File: src/hdl/llu_div.sv
// Pipelined restoring divider, one quotient bit per register stage, with sideband.
`timescale 1ns / 1ps
module llu_div #(
  parameter int NUM_W  = 32,
  parameter int DEN_W  = 16,
  parameter int Q_W    = 16,
  parameter int SIDE_W = 1
) (
  input  logic              clk_i,
  input  logic              rst_ni,
  input  logic              en_i,
  input  logic              valid_i,
  input  logic [NUM_W-1:0]  num_i,
  input  logic [DEN_W-1:0]  den_i,
  input  logic [SIDE_W-1:0] side_i,
  output logic              valid_o,
  output logic [Q_W-1:0]    quot_o,
  output logic [SIDE_W-1:0] side_o
);

  // The caller guarantees that the quotient fits in Q_W bits.
  localparam int CW = (NUM_W > DEN_W + Q_W) ? NUM_W : DEN_W + Q_W;

  logic [Q_W-1:0]    vld_q;
  logic [NUM_W-1:0]  rem_q  [Q_W];
  logic [DEN_W-1:0]  den_q  [Q_W];
  logic [Q_W-1:0]    quo_q  [Q_W];
  logic [SIDE_W-1:0] side_q [Q_W];

  for (genvar k = 0; k < Q_W; k++) begin : g_stage
    logic              vld_in;
    logic [NUM_W-1:0]  rem_in;
    logic [DEN_W-1:0]  den_in;
    logic [Q_W-1:0]    quo_in;
    logic [SIDE_W-1:0] side_in;
    logic [CW-1:0]     rem_x;
    logic [CW-1:0]     den_x;
    logic              ge;
    logic [NUM_W-1:0]  rem_d;
    logic [Q_W-1:0]    quo_d;

    if (k == 0) begin : g_first
      assign vld_in  = valid_i;
      assign rem_in  = num_i;
      assign den_in  = den_i;
      assign quo_in  = '0;
      assign side_in = side_i;
    end else begin : g_next
      assign vld_in  = vld_q[k-1];
      assign rem_in  = rem_q[k-1];
      assign den_in  = den_q[k-1];
      assign quo_in  = quo_q[k-1];
      assign side_in = side_q[k-1];
    end

    always_comb begin
      rem_x = CW'(rem_in);
      den_x = CW'(den_in) << (Q_W - 1 - k);
      ge    = (rem_x >= den_x);
      rem_d = ge ? NUM_W'(rem_x - den_x) : rem_in;
      quo_d = quo_in;
      quo_d[Q_W-1-k] = ge;
    end

    always_ff @(posedge clk_i or negedge rst_ni) begin
      if (!rst_ni) begin
        vld_q[k] <= 1'b0;
      end else if (en_i) begin
        vld_q[k] <= vld_in;
      end
    end

    always_ff @(posedge clk_i) begin
      if (en_i) begin
        rem_q[k]  <= rem_d;
        den_q[k]  <= den_in;
        quo_q[k]  <= quo_d;
        side_q[k] <= side_in;
      end
    end
  end

  assign valid_o = vld_q[Q_W-1];
  assign quot_o  = quo_q[Q_W-1];
  assign side_o  = side_q[Q_W-1];

endmodule

File: config.mk
export PLATFORM = sky130hd
export DESIGN_NAME = llu_div
export DESIGN_NICKNAME = d
export VERILOG_FILES = /design/src/hdl/llu_div.sv
export SDC_FILE = /design/constraint.sdc
export NUM_CORES = 1
export LEC_CHECK = 0
export ABC_CLOCK_PERIOD_IN_PS = 4440
export BUFFER_PORTS_ARGS = -buffer_cell sky130_fd_sc_hd__buf_2
export CAP_MARGIN = 20
export CORE_ASPECT_RATIO = 2
export CORE_MARGIN = 2
export CORE_UTILIZATION = 64
export DETAILED_ROUTE_END_ITERATION = 8
export GPL_ROUTABILITY_DRIVEN = 0
export HOLD_SLACK_MARGIN = 0.02
export PLACE_DENSITY_LB_ADDON = 0.15
export SLEW_MARGIN = 20
export SYNTH_ARGS = -nofsm -noshare
export SYNTH_HDL_FRONTEND = slang
export SYNTH_SLANG_ARGS = --single-unit
File: constraint.sdc
create_clock -name clk_i -period 4.44 [get_ports clk_i]
set_input_delay 0.888 -clock clk_i [delete_from_list [all_inputs] [get_ports clk_i]]
set_output_delay 0.888 -clock clk_i [all_outputs]
set_load 0.01 [all_outputs]
# Word-level counts from Yosys, hierarchy flattened
# Memory sizes are Yosys's and may differ from the RTL's.
# Cells that the tools add are included.
[totals]
ff_bits = 16
output_inout_bits = 18
ram_bits = 1040
elab_cells = 70
memories = 4
[mem_list]
columns = ["memory", "words", "word_bits", "rd", "rd_clocked_by_memory_dff", "wr", "line_no", "source"]
rows = [
  ["rem_q", 16, 32, 15, 0, 16, "25", "logic [NUM_W-1:0] rem_q [Q_W];"],
  ["den_q", 16, 16, 15, 0, 16, "26", "logic [DEN_W-1:0] den_q [Q_W];"],
  ["quo_q", 16, 16, 16, 0, 16, "27", "logic [Q_W-1:0] quo_q [Q_W];"],
  ["side_q", 16, 1, 16, 0, 16, "28", "logic [SIDE_W-1:0] side_q [Q_W];"],
]
[op_classes]
addsub = 16
order_cmp = 16
muxes = 18
[op_table]
columns = ["operator", "count"]
rows = [
  ["$mux W32", 16],
  ["$ge A32 B16 Y1", 1],
  ["$ge A32 B17 Y1", 1],
  ["$ge A32 B18 Y1", 1],
  ["$ge A32 B19 Y1", 1],
  ["$ge A32 B20 Y1", 1],
  ["$ge A32 B21 Y1", 1],
  ["$ge A32 B22 Y1", 1],
  ["$ge A32 B23 Y1", 1],
  ["$ge A32 B24 Y1", 1],
  ["$ge A32 B25 Y1", 1],
  ["$ge A32 B26 Y1", 1],
  ["$ge A32 B27 Y1", 1],
  ["$ge A32 B28 Y1", 1],
  ["$ge A32 B29 Y1", 1],
  ["$ge A32 B30 Y1", 1],
  ["$ge A32 B31 Y1", 1],
  ["$sub A32 B16 Y32", 1],
  ["$sub A32 B17 Y32", 1],
  ["$sub A32 B18 Y32", 1],
  ["$sub A32 B19 Y32", 1],
  ["$sub A32 B20 Y32", 1],
  ["$sub A32 B21 Y32", 1],
  ["$sub A32 B22 Y32", 1],
  ["10 further kinds", 11],
]

# Logic depth before layout (Yosys ltp)
# An unclocked memory read counts as a cell.
[logic_depth]
ltp_word = 3
ltp_mapped = 14
depth_no_buf = 13

# Worst setup path after synthesis
# Ideal clock, no wire load.
[synth_timing]
path_type = "reg2reg"
startpoint = "mem rem_q[1][13], in the netlist rem_q[0][45]"
endpoint = "mem rem_q[2][31], in the netlist rem_q[0][95] (data pin)"
arrival_ps = 2936
period_less_slack_ps = 3196
stages_incl_launch_ff = 13
setup_ps = 260
path_slack_ps = 1244
t_required_ps = 4180
path_cell_list = "edfxtp_1 inv_1 ha_1 inv_1 fa_1 a211oi_1 o21ai_0 a31oi_1 o21ai_0 or4_1 a31oi_1 nor2b_1 mux2_2"
[synth_lines]
columns = ["element", "line_no"]
rows = [
  ["from (decl)", "25"],
]

==> summary.md <==
| Metric | Value |
|---|---|
| DIE WIDTH | `190.8 um` |
| Crit Path Class | `reg2reg` |
| Layout cells sized above 1 | `8.678%` |
| CTS clock-pin slew for the worst setup and hold paths | `60 ps` |
| CTS Root Cell | `clkbuf_16` |
| Global-route congestion overflow total | `0` |
| Pwr dens | `596.2 mW/mm^2` |
| Outcome | `completed` |
| Async set or reset register ratio after synthesis | `1.802%` |
| # fillers | `4805` |
| Vias per cell | `6.093` |
| Seq/Total Area, Yosys | `59.53%` |
| Hold buffers post-CTS | `0` |
| Largest net degree at the start of global routing | `124` |
| Tmin final | `3911 ps` |
| Tot Pwr | `0.02910 W` |
| Initial DRC count | `2882` |
| Synth Area per Inst | `12.16 um^2` |
| RSZ-0062 raised after global routing | `no` |
| Setup TNS | `0 ps` |
| Die Area | `0.07203 mm^2` |
| Synthesis-stage register bit count | `888` |
| Global-route wire length before repair | `147.4 mm` |
| Post-DR wirelength/cell | `19.34 um` |
| CP Cell Sequence | `inv_1 > ha_1 > inv_1 > fa_1 > a211oi_1 > o21ai_0 > a31oi_1 > o21ai_0 > or4_1 > a31oi_1 > nor2b_1 > mux2_2` |
| Post-synthesis cell count | `3671` |
| Max Fclk | `255.7 MHz` |
| Max-slew violations | `0` |
| Most common cell in the netlist | `edfxtp_1` |
| DRC | `0` |
| Synth-to-layout area growth | `9.302%` |
| Req. time, crit path | `4840 ps` |
| Yosys top cell area share | `58.64%` |
| Vias in the first global route | `28148` |
| Die height | `377.6 um` |
| Remaining antenna violation count | `0` |
| Buffers added on ports | `70` |
| Max-Cap Viols | `0` |
| Total I/O pin count | `71` |
| Antenna violations before repair | `0` |
| Area leader, netlist | `edfxtp_1` |
| YS warnings | `0` |
| Final wirelength | `91.91 mm` |
| Row count | `137` |
| Clock Latency Late Sink | `680 ps` |
| Startpoint types | `flip-flop` |
| Final Setup Violations | `0` |
| GR Util All Layers | `25.87%` |
| Clock Skew | `25.04 ps` |
| Syn Nets | `3995` |
| VDD IR max | `497.7 uV` |
| Reg area | `0.02659 mm^2` |
| Via Count | `28952` |
| Layout Nets | `4111` |
| Worst rel slew slack | `44.86%` |
| Reg2Reg Depth | `12` |
| Least-Margin Pin Slew | `827.0 ps` |
| Distinct cells, synth | `81` |
| CTS tree | `done` |
| Top cells by count, synth | `872 x edfxtp_1, 339 x inv_1, 279 x a21oi_1, 256 x ha_1, 256 x nand2_1` |
| Final hold violations | `0` |
| CTS sink count | `888` |
| Antenna cells | `0` |
| Pre-antenna DRT Iters | `6` |
| Period utilization | `88.09%` |
| Main area contributors after synthesis | `edfxtp_1 59%, ha_1 7.2%, a21oi_1 3.1%, xnor2_1 3.1%, inv_1 2.8%` |
| LEAKAGE | `18.85 nW` |
| Post-synth top flop | `edfxtp_1` |
| HPWL reported at the end of detailed placement | `64.51 mm` |
| Cell area after synthesis | `0.04466 mm^2` |
| Post-CTS Setup Inserts | `0` |
| EDFF count, synth | `872` |
| CTS Buffer Depth | `3` |
| Peak per-stage delay on the critical path | `500 ps` |
| CTS H-tree lvls | `3` |
| Multi-input logic area | `0.01658 mm^2` |
| Worst Setup End Kind | `flip-flop` |
| Hold Path Class | `in2async` |
| Critical path's slowest cell | `or4_1` |
| Highest net fanout along the worst path | `3` |
| Cts repair resizes | `0` |
| CTS buffer count | `78` |
| WP data arrival | `4320 ps` |
| Initial core utilization | `64.33%` |
| Core area | `0.06942 mm^2` |
-- sequential cells by signal, indices dropped and copies added (netlist names) --
register,cells
quo_q,136
side_q,16
valid_o,1
g_stage.vld_in,15
den_q,240
rem_q,480
-- per-stage QoR --
stage | utilization, % | worst slack [ps] | instance area (um^2) | instances | hold slack (ps)
2_1_floorplan | - | 1244 | 44660 | 3671 | 400.3
3_3_place_gp | 66.58 | 862.9 | 46220 | 4610 | 400.1
3_5_place_dp | 66.58 | 716.8 | 46220 | 4610 | 404.5
4_1_cts | 70.31 | 578.3 | 48810 | 4752 | 97.18
5_1_grt | 70.31 | 311.2 | 48810 | 4752 | 151.5
6_report | 70.31 | 528.9 | 48810 | 4752 | 133.0
-- path summary, 6_finish.rpt --
kind,start,endpoint,slack (ps)
max in group asynchronous,rst_ni,g_stage[11].vld_in,4050
hold / removal,rst_ni,g_stage[9].vld_in,130
setup / recovery,rem_q[0][45],rem_q[0][95],530
setup reg to reg,rem_q[0][45],rem_q[0][95],530
hold reg to reg,quo_q[6][28],quo_q[7][12],410
min in group clk_i,side_i,side_q[0],410
-- layer usage --
metal	up-vias	global-route usage [%]	share of wire, %
li1	13777	-	-
met1	13990	36.40	43
met2	1028	41.76	48
met3	157	3.809	6.2
met4	0	8.059	2.4
met5	-	0	0
-- report_power, final --
group,switching (W),leakage (nW),total [W],internal (W)
clock network,0.00323,1.24,0.00697,0.00374
registers,0.00113,8.59,0.0126,0.0115
logic,0.00543,9.02,0.00949,0.00406
-- kinds of logic after synthesis --
family | count (synthesis) | share of synthesized area, %
AOI/OAI and AO/OA | 809 | 11.28
muxes | 64 | 1.603
and+or+nand+nor | 939 | 10.43
xor gates and xnor gates | 297 | 5.825
adders and majority gates | 271 | 7.845
DFF | 888 | 59.53
buffers and inverters | 403 | 3.485
-- critical path, delay by kind of cell (launching register included) --
| kind | cells | cell delay, ps |
|---|---|---|
| AND/OR/NAND/NOR | 2 | 690 |
| adder cells (fa/ha/maj) | 2 | 610 |
| AO/OA/AOI/OAI | 5 | 1510 |
| flip-flops | 1 | 380 |
| multiplexers | 1 | 330 |
| buffers and inverters | 2 | 140 |
-- area by class of cell --
class,count,area share [%]
multi-input cells,2380,33.96
inverters,339,2.607
clock buffers,88,4.183
repair buffers,100,1.353
flip-flops and latches,888,54.47
well taps,903,2.315
clock inverters,54,1.115
-- cell usage in the layout, fill, tap and decap left out, types with 41 or more instances in the layout --
| master | n |
|---|---|
| nor2_1 | 228 |
| edfxtp_1 | 872 |
| nand2b_1 | 55 |
| a21oi_1 | 279 |
| mux2_2 | 60 |
| inv_1 | 339 |
| a21o_1 | 87 |
| clkbuf_16 | 80 |
| nand3_1 | 48 |
| o21ai_0 | 202 |
| buf_2 | 69 |
| nand2_1 | 256 |
| ha_1 | 256 |
| nor4_1 | 52 |
| nor3_1 | 80 |
| xnor2_1 | 159 |
| xor2_1 | 138 |
| nor2b_1 | 41 |
Note: power is estimated with default switching activity, not from simulation.
