### config.mk
export PLATFORM = sky130hd
export DESIGN_NAME = llu_front
export DESIGN_NICKNAME = d
export VERILOG_FILES = /design/src/hdl/llu_pkg.sv /design/src/hdl/llu_front.sv
export SDC_FILE = /design/constraint.sdc
export NUM_CORES = 2
export LEC_CHECK = 0
export BUFFER_PORTS_ARGS = -buffer_cell sky130_fd_sc_hd__buf_2
export CORE_MARGIN = 2
export CORE_UTILIZATION = 40
export CTS_BUF_LIST = sky130_fd_sc_hd__clkbuf_8
export DETAILED_ROUTE_END_ITERATION = 8
export PLACE_DENSITY_LB_ADDON = 0.12
export SYNTH_ARGS = -nofsm -noshare
export SYNTH_HDL_FRONTEND = slang
export SYNTH_SLANG_ARGS = --single-unit
### constraint.sdc
create_clock -name clk_i -period 7.51 [get_ports clk_i]
set_clock_uncertainty 0.15 [all_clocks]
set_input_delay 0.3755 -clock clk_i [delete_from_list [all_inputs] [get_ports clk_i]]
set_output_delay 0.3755 -clock clk_i [all_outputs]
set_load 0.05 [all_outputs]
### src/hdl/llu_pkg.sv
// Shared widths, scale constants and pipeline word types of the latency/loss utility unit.
`timescale 1ns / 1ps
package llu_pkg;

  // Field widths.
  localparam int RateW = 40;
  localparam int CntW  = 20;
  localparam int MssW  = 16;
  localparam int DurW  = 32;
  localparam int RttW  = 29;
  localparam int UtilW = 64;

  // Internal widths.
  localparam int DenW   = DurW - 1;     // positive part of a duration
  localparam int ThptW  = 56;           // throughput quotient
  localparam int ThrNW  = 37;           // threshold numerator and quotient
  localparam int RttKW  = 39;           // 1000 * |rtt change|
  localparam int LossNW = 30;           // 1000 * lost
  localparam int LossDW = CntW + 1;     // lost + delivered
  localparam int LossW  = 10;           // per mille loss ratio
  localparam int InflW  = 39;           // inflation magnitude
  localparam int WInfW  = 49;           // 900 * inflation
  localparam int WLosW  = 14;           // 11 * loss
  localparam int AmagW  = 50;           // |900 * infl + 11 * loss|
  localparam int HalfW  = AmagW / 2;
  localparam int PpW    = RateW + HalfW;
  localparam int ProdW  = RateW + AmagW;
  localparam int UqW    = 81;           // quotient of the product by 1000

  // Digit-wise divide by 1000: ten-bit digits, quotient digit by reciprocal multiply.
  localparam int LimbW   = 10;
  localparam int NLimb   = ProdW / LimbW;
  localparam int RecipW  = 21;
  localparam int RecipSh = 30;

  // Scale factors and limits.
  localparam logic [20:0] ThptScale  = 21'd1000000;
  localparam logic [21:0] ThrScale   = 22'd2000000;
  localparam logic [9:0]  InflScale  = 10'd1000;
  localparam logic [9:0]  LossScale  = 10'd1000;
  localparam logic [9:0]  InflWeight = 10'd900;
  localparam logic [3:0]  LossWeight = 4'd11;
  localparam logic [9:0]  UtilDiv    = 10'd1000;
  localparam logic [20:0] UtilRecip  = 21'd1073742;  // 2^30 / 1000, rounded up
  localparam logic [5:0]  InflMin    = 6'd30;
  localparam logic [6:0]  LossMin    = 7'd100;

  // Sideband that rides along the throughput divider.
  typedef struct packed {
    logic [RateW-1:0] rate;
    logic [ThrNW-1:0] thr_num;
    logic [RttW-1:0]  rtt_mag;
    logic             rtt_neg;
    logic             recv_pos;
    logic             none_del;
  } side1_t;

  // Word leaving the front stages.
  typedef struct packed {
    logic [ThptW-1:0]  thpt_num;
    logic [DenW-1:0]   recv_den;
    logic [RttKW-1:0]  rtt_k;
    logic [DenW-1:0]   send_den;
    logic              send_pos;
    logic [LossNW-1:0] loss_num;
    logic [LossDW-1:0] loss_den;
    logic              start;
    side1_t            side;
  } front_t;

  // Sideband that rides along the threshold divider.
  typedef struct packed {
    logic [RateW-1:0] rate;
    logic             thpt_pos;
    logic [RttW-1:0]  rtt_mag;
    logic [InflW-1:0] infl_mag;
    logic             infl_neg;
    logic [LossW-1:0] loss;
    logic             start;
    logic             none_del;
  } side2_t;

  // Sideband that rides along the final divide by 1000.
  typedef struct packed {
    logic [RateW-1:0] rate;
    logic             a_neg;
    logic             none_del;
  } side5_t;

endpackage

### src/hdl/llu_front.sv
// Two front stages that form the dividends, divisors and flags of one record.
`timescale 1ns / 1ps
module llu_front (
  input  logic                        clk_i,
  input  logic                        rst_ni,
  input  logic                        en_i,
  input  logic                        valid_i,
  input  logic [llu_pkg::RateW-1:0]   send_rate_i,
  input  logic [llu_pkg::CntW-1:0]    delivered_count_i,
  input  logic [llu_pkg::CntW-1:0]    lost_count_i,
  input  logic [llu_pkg::MssW-1:0]    segment_size_i,
  input  logic signed [llu_pkg::DurW-1:0] send_duration_us_i,
  input  logic signed [llu_pkg::DurW-1:0] recv_duration_us_i,
  input  logic [llu_pkg::RttW-1:0]    start_rtt_us_i,
  input  logic [llu_pkg::RttW-1:0]    end_rtt_us_i,
  input  logic                        in_start_mode_i,
  output logic                        valid_o,
  output llu_pkg::front_t             front_o
);
  import llu_pkg::*;

  localparam int DmW = CntW + MssW;

  logic              vld_a_q, vld_b_q;
  logic [DmW-1:0]    dm_q;
  logic [RttW:0]     diff;
  front_t            a_d, a_q, b_d, b_q;

  always_comb begin
    diff = {1'b0, end_rtt_us_i} - {1'b0, start_rtt_us_i};
    a_d = '0;
    a_d.recv_den      = recv_duration_us_i[DenW-1:0];
    a_d.send_den      = send_duration_us_i[DenW-1:0];
    a_d.send_pos      = !send_duration_us_i[DurW-1] && (send_duration_us_i != '0);
    a_d.loss_num      = LossNW'(lost_count_i) * LossNW'(LossScale);
    a_d.loss_den      = LossDW'(lost_count_i) + LossDW'(delivered_count_i);
    a_d.start         = in_start_mode_i;
    a_d.side.rate     = send_rate_i;
    a_d.side.thr_num  = ThrNW'(segment_size_i) * ThrNW'(ThrScale);
    a_d.side.rtt_neg  = diff[RttW];
    a_d.side.rtt_mag  = diff[RttW] ? RttW'(-diff) : diff[RttW-1:0];
    a_d.side.recv_pos = !recv_duration_us_i[DurW-1] && (recv_duration_us_i != '0);
    a_d.side.none_del = (delivered_count_i == '0);
  end

  always_comb begin
    b_d = a_q;
    b_d.thpt_num = ThptW'(dm_q) * ThptW'(ThptScale);
    b_d.rtt_k    = RttKW'(a_q.side.rtt_mag) * RttKW'(InflScale);
  end

  always_ff @(posedge clk_i or negedge rst_ni) begin
    if (!rst_ni) begin
      vld_a_q <= 1'b0;
      vld_b_q <= 1'b0;
    end else if (en_i) begin
      vld_a_q <= valid_i;
      vld_b_q <= vld_a_q;
    end
  end

  always_ff @(posedge clk_i) begin
    if (en_i) begin
      dm_q <= DmW'(delivered_count_i) * DmW'(segment_size_i);
      a_q  <= a_d;
      b_q  <= b_d;
    end
  end

  assign valid_o = vld_b_q;
  assign front_o = b_q;

endmodule

### Word-level counts from Yosys, hierarchy flattened

Cells that the tools add are included.

| word-level totals | value |
|---|---|
| bits in writable memories | 0 |
| memory bits (read-only) | 0 |
| bits in latches | 0 |
| output and inout bits | 320 |
| word-level logic and storage cells | 45 |
| memories | 0 |
| register bits | 552 |
| input port bits | 223 |

| cells by class | value |
|---|---|
| add/subtract/negate cells | 3 |
| magnitude comparators | 0 |
| equal/unequal tests | 0 |
| multiply operators | 5 |
| reduce and logical (&&, ||, !) cells | 7 |
| shift operators | 0 |
| muxes and demuxes | 1 |
| bitwise operators | 0 |
| div/mod/pow operators | 0 |

Operator list:

| operator | number |
|---|---|
| nonzero test 32 bit | 2 |
| multiplier 36 x 14 -> 50 bit (second input constant) | 1 |
| multiplier 20 x 16 -> 36 bit | 1 |
| multiplier 29 x 7 -> 36 bit (second input constant) | 1 |
| multiplier 16 x 14 -> 30 bit (second input constant) | 1 |
| subtractor 29 x 29 -> 30 bit | 1 |
| two-way mux 29 bit | 1 |
| negator 29 bit | 1 |
| multiplier 20 x 7 -> 27 bit (second input constant) | 1 |
| adder 20 x 20 -> 21 bit | 1 |
| zero test 20 bit | 1 |
| logical AND 1 bit | 2 |
| zero test 1 bit | 2 |

### Logic depth before layout (Yosys ltp)

| logic depth | value |
|---|---|
| word-level depth | 3 |
| mapped depth | 25 |
| depth with buffers taken out | 24 |

### Worst setup path after synthesis

OpenSTA, ideal clock, no wires.

| path | value |
|---|---|
| path kind | in2reg |
| start | in delivered_count_i[11] in the netlist's numbering |
| end | reg dm_q[34], data pin |
| buffers on the path | 1 |
| arrival | 6.056 ns |
| library setup time | 0.265 ns |
| stages | 21 |
| required time | 7.095 ns |
| slack | 1.038 ns |
| cells stage by stage | clkbuf_1 -> nand2_1 -> fa_1 -> fa_1 -> inv_1 -> fa_1 -> inv_1 -> fa_1 -> fa_1 -> fa_1 -> inv_1 -> ha_1 -> nand3_1 -> o21ai_0 -> a21oi_1 -> a21o_1 -> a311oi_1 -> a21o_1 -> a221oi_1 -> and4b_1 -> or3_1 |

| on the way | value |
|---|---|
| word-level cells in the longest chain between the ends | 1 |

RTL lines:

| element | RTL line | source |
|---|---|---|
| start, declared | llu_front.sv:9 | `input logic [llu_pkg::CntW-1:0] delivered_count_i,` |
| multiplier 20 x 16 -> 36 bit | llu_front.sv:64 | `dm_q <= DmW'(delivered_count_i) * DmW'(segment_size_i);` |
| end signal, assigned | llu_front.sv:64 |  |
| end, declared | llu_front.sv:25 | `logic [DmW-1:0] dm_q;` |

Every way passes these cells.
A chain may end at the register's enable or synchronous reset.

==> results.md <==
- Die Ht: approximately 360 µm
- Crit path time final: between 6000 and 7000 ps
- CP delay by family, top: adder cells
- Outcome: completed
- DP Cell Count: 6346
- Cell Rows: between 100 and 150
- WHS Endpoint: a_q[4]
- Pre-CTS setup slack: 421.9 ps
- Crit-path slowest cell: fa_1
- Fin Setup TNS: 0 ps
- Worst r2r path cells: 21
- Final cell count without fillers: between 6000 and 7000
- Layout filler cell count: around 12000
- Critical path type: flip-flop to flip-flop
- Largest net degree at the start of global routing: 154
- Reg2reg setup slack: approximately 640 ps
- Final nets: approximately 6400
- Count of final setup violators: 0
- Slew @ Worst Pin: 1091 ps
- DRT Wirelength: 122800 µm
- Post-synth ARST share: 0.003636
- Via density: 4.863
- Final Core Density: 0.4656
- Rel. slew slack: 0.2724
- Main combinational cell family by area after synthesis: adder cells
- Insertion delay to the later sink of the worst-skew pair: 860 ps
- Fmax: ~150 MHz
- Initial core utilization: 0.4016
- Final ANT Viol Nets: 0
- Post-Synthesis Cells: 4225
- First-pass GRT wire length: 192200 µm
- Arrival time worst endpoint: 7290 ps
- Final worst slack: 637.7 ps
- IO Pins: 543
- Register bit total from synthesis: 550
- Vias in the first global route: 34320
- Final worst path period share: 0.9151
- Startpoint Class: flip-flop
- FF-to-FF End: front_o[316]
- Yosys warns: 0
- Cell area after synthesis: 49460 µm²
- Sequential element share of the synthesized area: 0.3337
- Antenna violations before repair: 40
- Routed WL per cell: 18.43 µm
- DRC errors left: 0
- CP max stage delay: 570 ps
- Ratio of cells with drive above 1 in the final layout: 0.1463
- Area Growth Syn to Fin: 15.93%
- First drt pass iteration count: 5
- CTS tree: done
- Post-synthesis compound-gate area fraction: 0.07620
- Worst r2r src: dm_q[3]
- GRT overflow: 0
- Synth Flop Type: edfxtp_1
- Hold wc startpoint: end_rtt_us_i[1]
- Maximum fanout along the worst path: 5
- Hold crit path type: input port to flip-flop
- Buf/Inv on CP: 4
- Chip Width: 355.6 µm
- Post-CTS resize count: 0
- Post-synth cell types: 90
- Post-Synth Adder-Cell Area: 0.4020
- Final Hold Fails: 0
- Post-synth EDFFs: 548
- Cells along the critical path: inv_1 -> fa_1 -> inv_1 -> fa_1 -> fa_1 -> fa_1 -> ha_1 -> inv_1 -> fa_1 -> inv_1 -> ha_1 -> a21oi_1 -> o21a_1 -> o221ai_1 -> a211oi_1 -> o22ai_1 -> or4_1 -> a31o_2 -> a21oi_1 -> o21ai_1 -> xor2_1
- Clock-pin slew on the worst setup and hold paths: 60 ps
- Hold path cells: 4
- XOR/XNOR Fraction of Synth Area: 0.03737
- Mean Syn Cell Area: 11.71 µm²
- CP endpoint kind: flip-flop
- Starting DRT DRC Count: 1627
- PortBufs: 523
- CTS Buf Count: 101
- Core Footprint: 123200 µm²
- Critical Path RT: 7930 ps
- CTS sink count: 550
- RSZ-0062 raised after global routing: no
- GRT Overall Usage: 0.1970
- Most frequent cell on the critical path: fa_1
- Routed vias: 32420
- Synth Area in Simple Gates: 0.07724
- Die Footprint: ~130000 µm²
- Gpl congestion: a little under 0.9
- Dpl hpwl: 98050 µm
- Mux contribution to synthesized area: 0.001088
- Maximum buffer depth of the clock tree: 3
- CTS H-tree depth: 3
- Final Max Tran Viols: 0
- CTS Root Cell: clkbuf_8
- Max cap viols: 0
worst max path at each step:
| stage | from | depth (start not counted) | slack, ps | endpoint |
|---|---|---|---|---|
| 5_1_grt | dm_q[3] | 21 | 190 | front_o[316] |
| 3_3_place_gp | segment_size_i[1] | 20 | 470 | dm_q[34] |
| 2_1_floorplan | delivered_count_i[11] | 21 | 1040 | dm_q[34] |
| 6_report | dm_q[3] | 21 | 640 | front_o[316] |
| 4_1_cts | dm_q[3] | 21 | 500 | front_o[316] |
| 3_5_place_dp | segment_size_i[1] | 20 | 420 | dm_q[34] |
layout by cell type, fill, tap and decap left out, drive strengths merged, types with 9 or more instances in the layout:
cell	synthesis	routed
ha	568	568
and3	24	24
inv	834	869
dlygate4sd3	0	122
a21oi	149	149
edfxtp	548	548
buf	29	561
o21ai	87	87
a21boi	9	9
conb	1	19
diode	0	20
o22ai	9	9
clkbuf	66	101
o21bai	23	23
or2	12	12
nor2b	20	20
xor2	59	59
clkinv	0	34
nor3	25	25
nand2	273	273
and2	147	147
xnor2	152	152
o211ai	13	13
o21a	34	34
o31ai	14	14
nor2	130	130
nand2b	19	19
nand3	38	38
a211oi	22	22
fa	638	638
nor4	27	27
nand4	17	17
or3	16	16
a21o	86	86
a31oi	22	22
stage by stage:
| step | hold slack [ps] | area (µm²) |
|---|---|---|
| after global placement | 13.17 | 54080 |
| final | 78.89 | 57330 |
| after detailed placement | 12.48 | 54080 |
| after global routing | 25.71 | 57310 |
| after floorplan | -70.09 | 49520 |
| after CTS | 1.089 | 57280 |
registers in the layout, summed over array words and instances, names as in the netlist:
register,count
dm_q,36
a_q,214
front_o,298
vld_a_q,1
valid_o,1
final cells by class:
cell class / count / area [µm²] / share of cell area
multi-input combinational: 2764 / 29440 / 0.5135
sequential: 550 / 16510 / 0.2879
timing repair buffer: 683 / 4172 / 0.07276
inverter: 834 / 3131 / 0.05460
tap: 1637 / 2048 / 0.03572
clock buffer: 101 / 1390 / 0.02425
clock inverter: 77 / 596.8 / 0.01041
antenna: 20 / 50.05 / 0.0008729
worst min-delay path, stage by stage:
cell     delay [ps]
buf_2           110
fa_1            210
inv_1            90
o21ai_0         150
per-layer routing:
layer	vias up	part of all wire	global-route usage
met5	-	0.0022	0
met4	42	0.032	0.06288
met3	220	0.076	0.06105
met2	796	0.46	0.3192
met1	15930	0.43	0.2514
li1	15430	-	-
Yosys cell counts, types with 8 or more instances:
cell type,count,area [µm²]
inv_1,834,3131
o21bai_1,23,172.7
a21boi_0,9,67.56
nand3_1,38,190.2
and3_1,23,143.9
ha_1,568,7107
and2_1,147,919.6
o21a_1,34,255.2
or3_1,16,100.1
buf_4,21,157.7
nor2b_1,20,125.1
nand2b_1,19,118.9
a21o_1,86,645.6
a31oi_1,20,125.1
xnor2_1,152,1331
fa_1,638,12770
nand4_1,17,106.4
or2_2,10,62.56
o211ai_1,13,97.59
a21oi_1,147,735.7
nor3_1,25,125.1
o22ai_1,9,56.30
o21ai_1,8,40.04
buf_2,8,40.04
nand2_1,273,1025
xor2_1,59,516.8
o31ai_1,11,82.58
nor4_1,26,162.7
clkbuf_1,65,244.0
nor2_1,130,488.0
edfxtp_1,548,16460
o21ai_0,78,390.4
a211oi_1,18,135.1
cells by family after synthesis:
family,after synthesis
adders and majority gates,1206
xor gates and xnor gates,211
other,1
DFF,550
AOI/OAI and AO/OA,550
muxes,5
buffers and inverters,929
and+or+nand+nor,773
timing repair:
action                    CTS  global route
hold endpoints to repair  180             0
hold buffers              122             0
buffers inserted            0             0
Power is left out: the tool's default activity adds up to more than one toggle a clock period on the data nets, which glitch-free logic cannot reach.
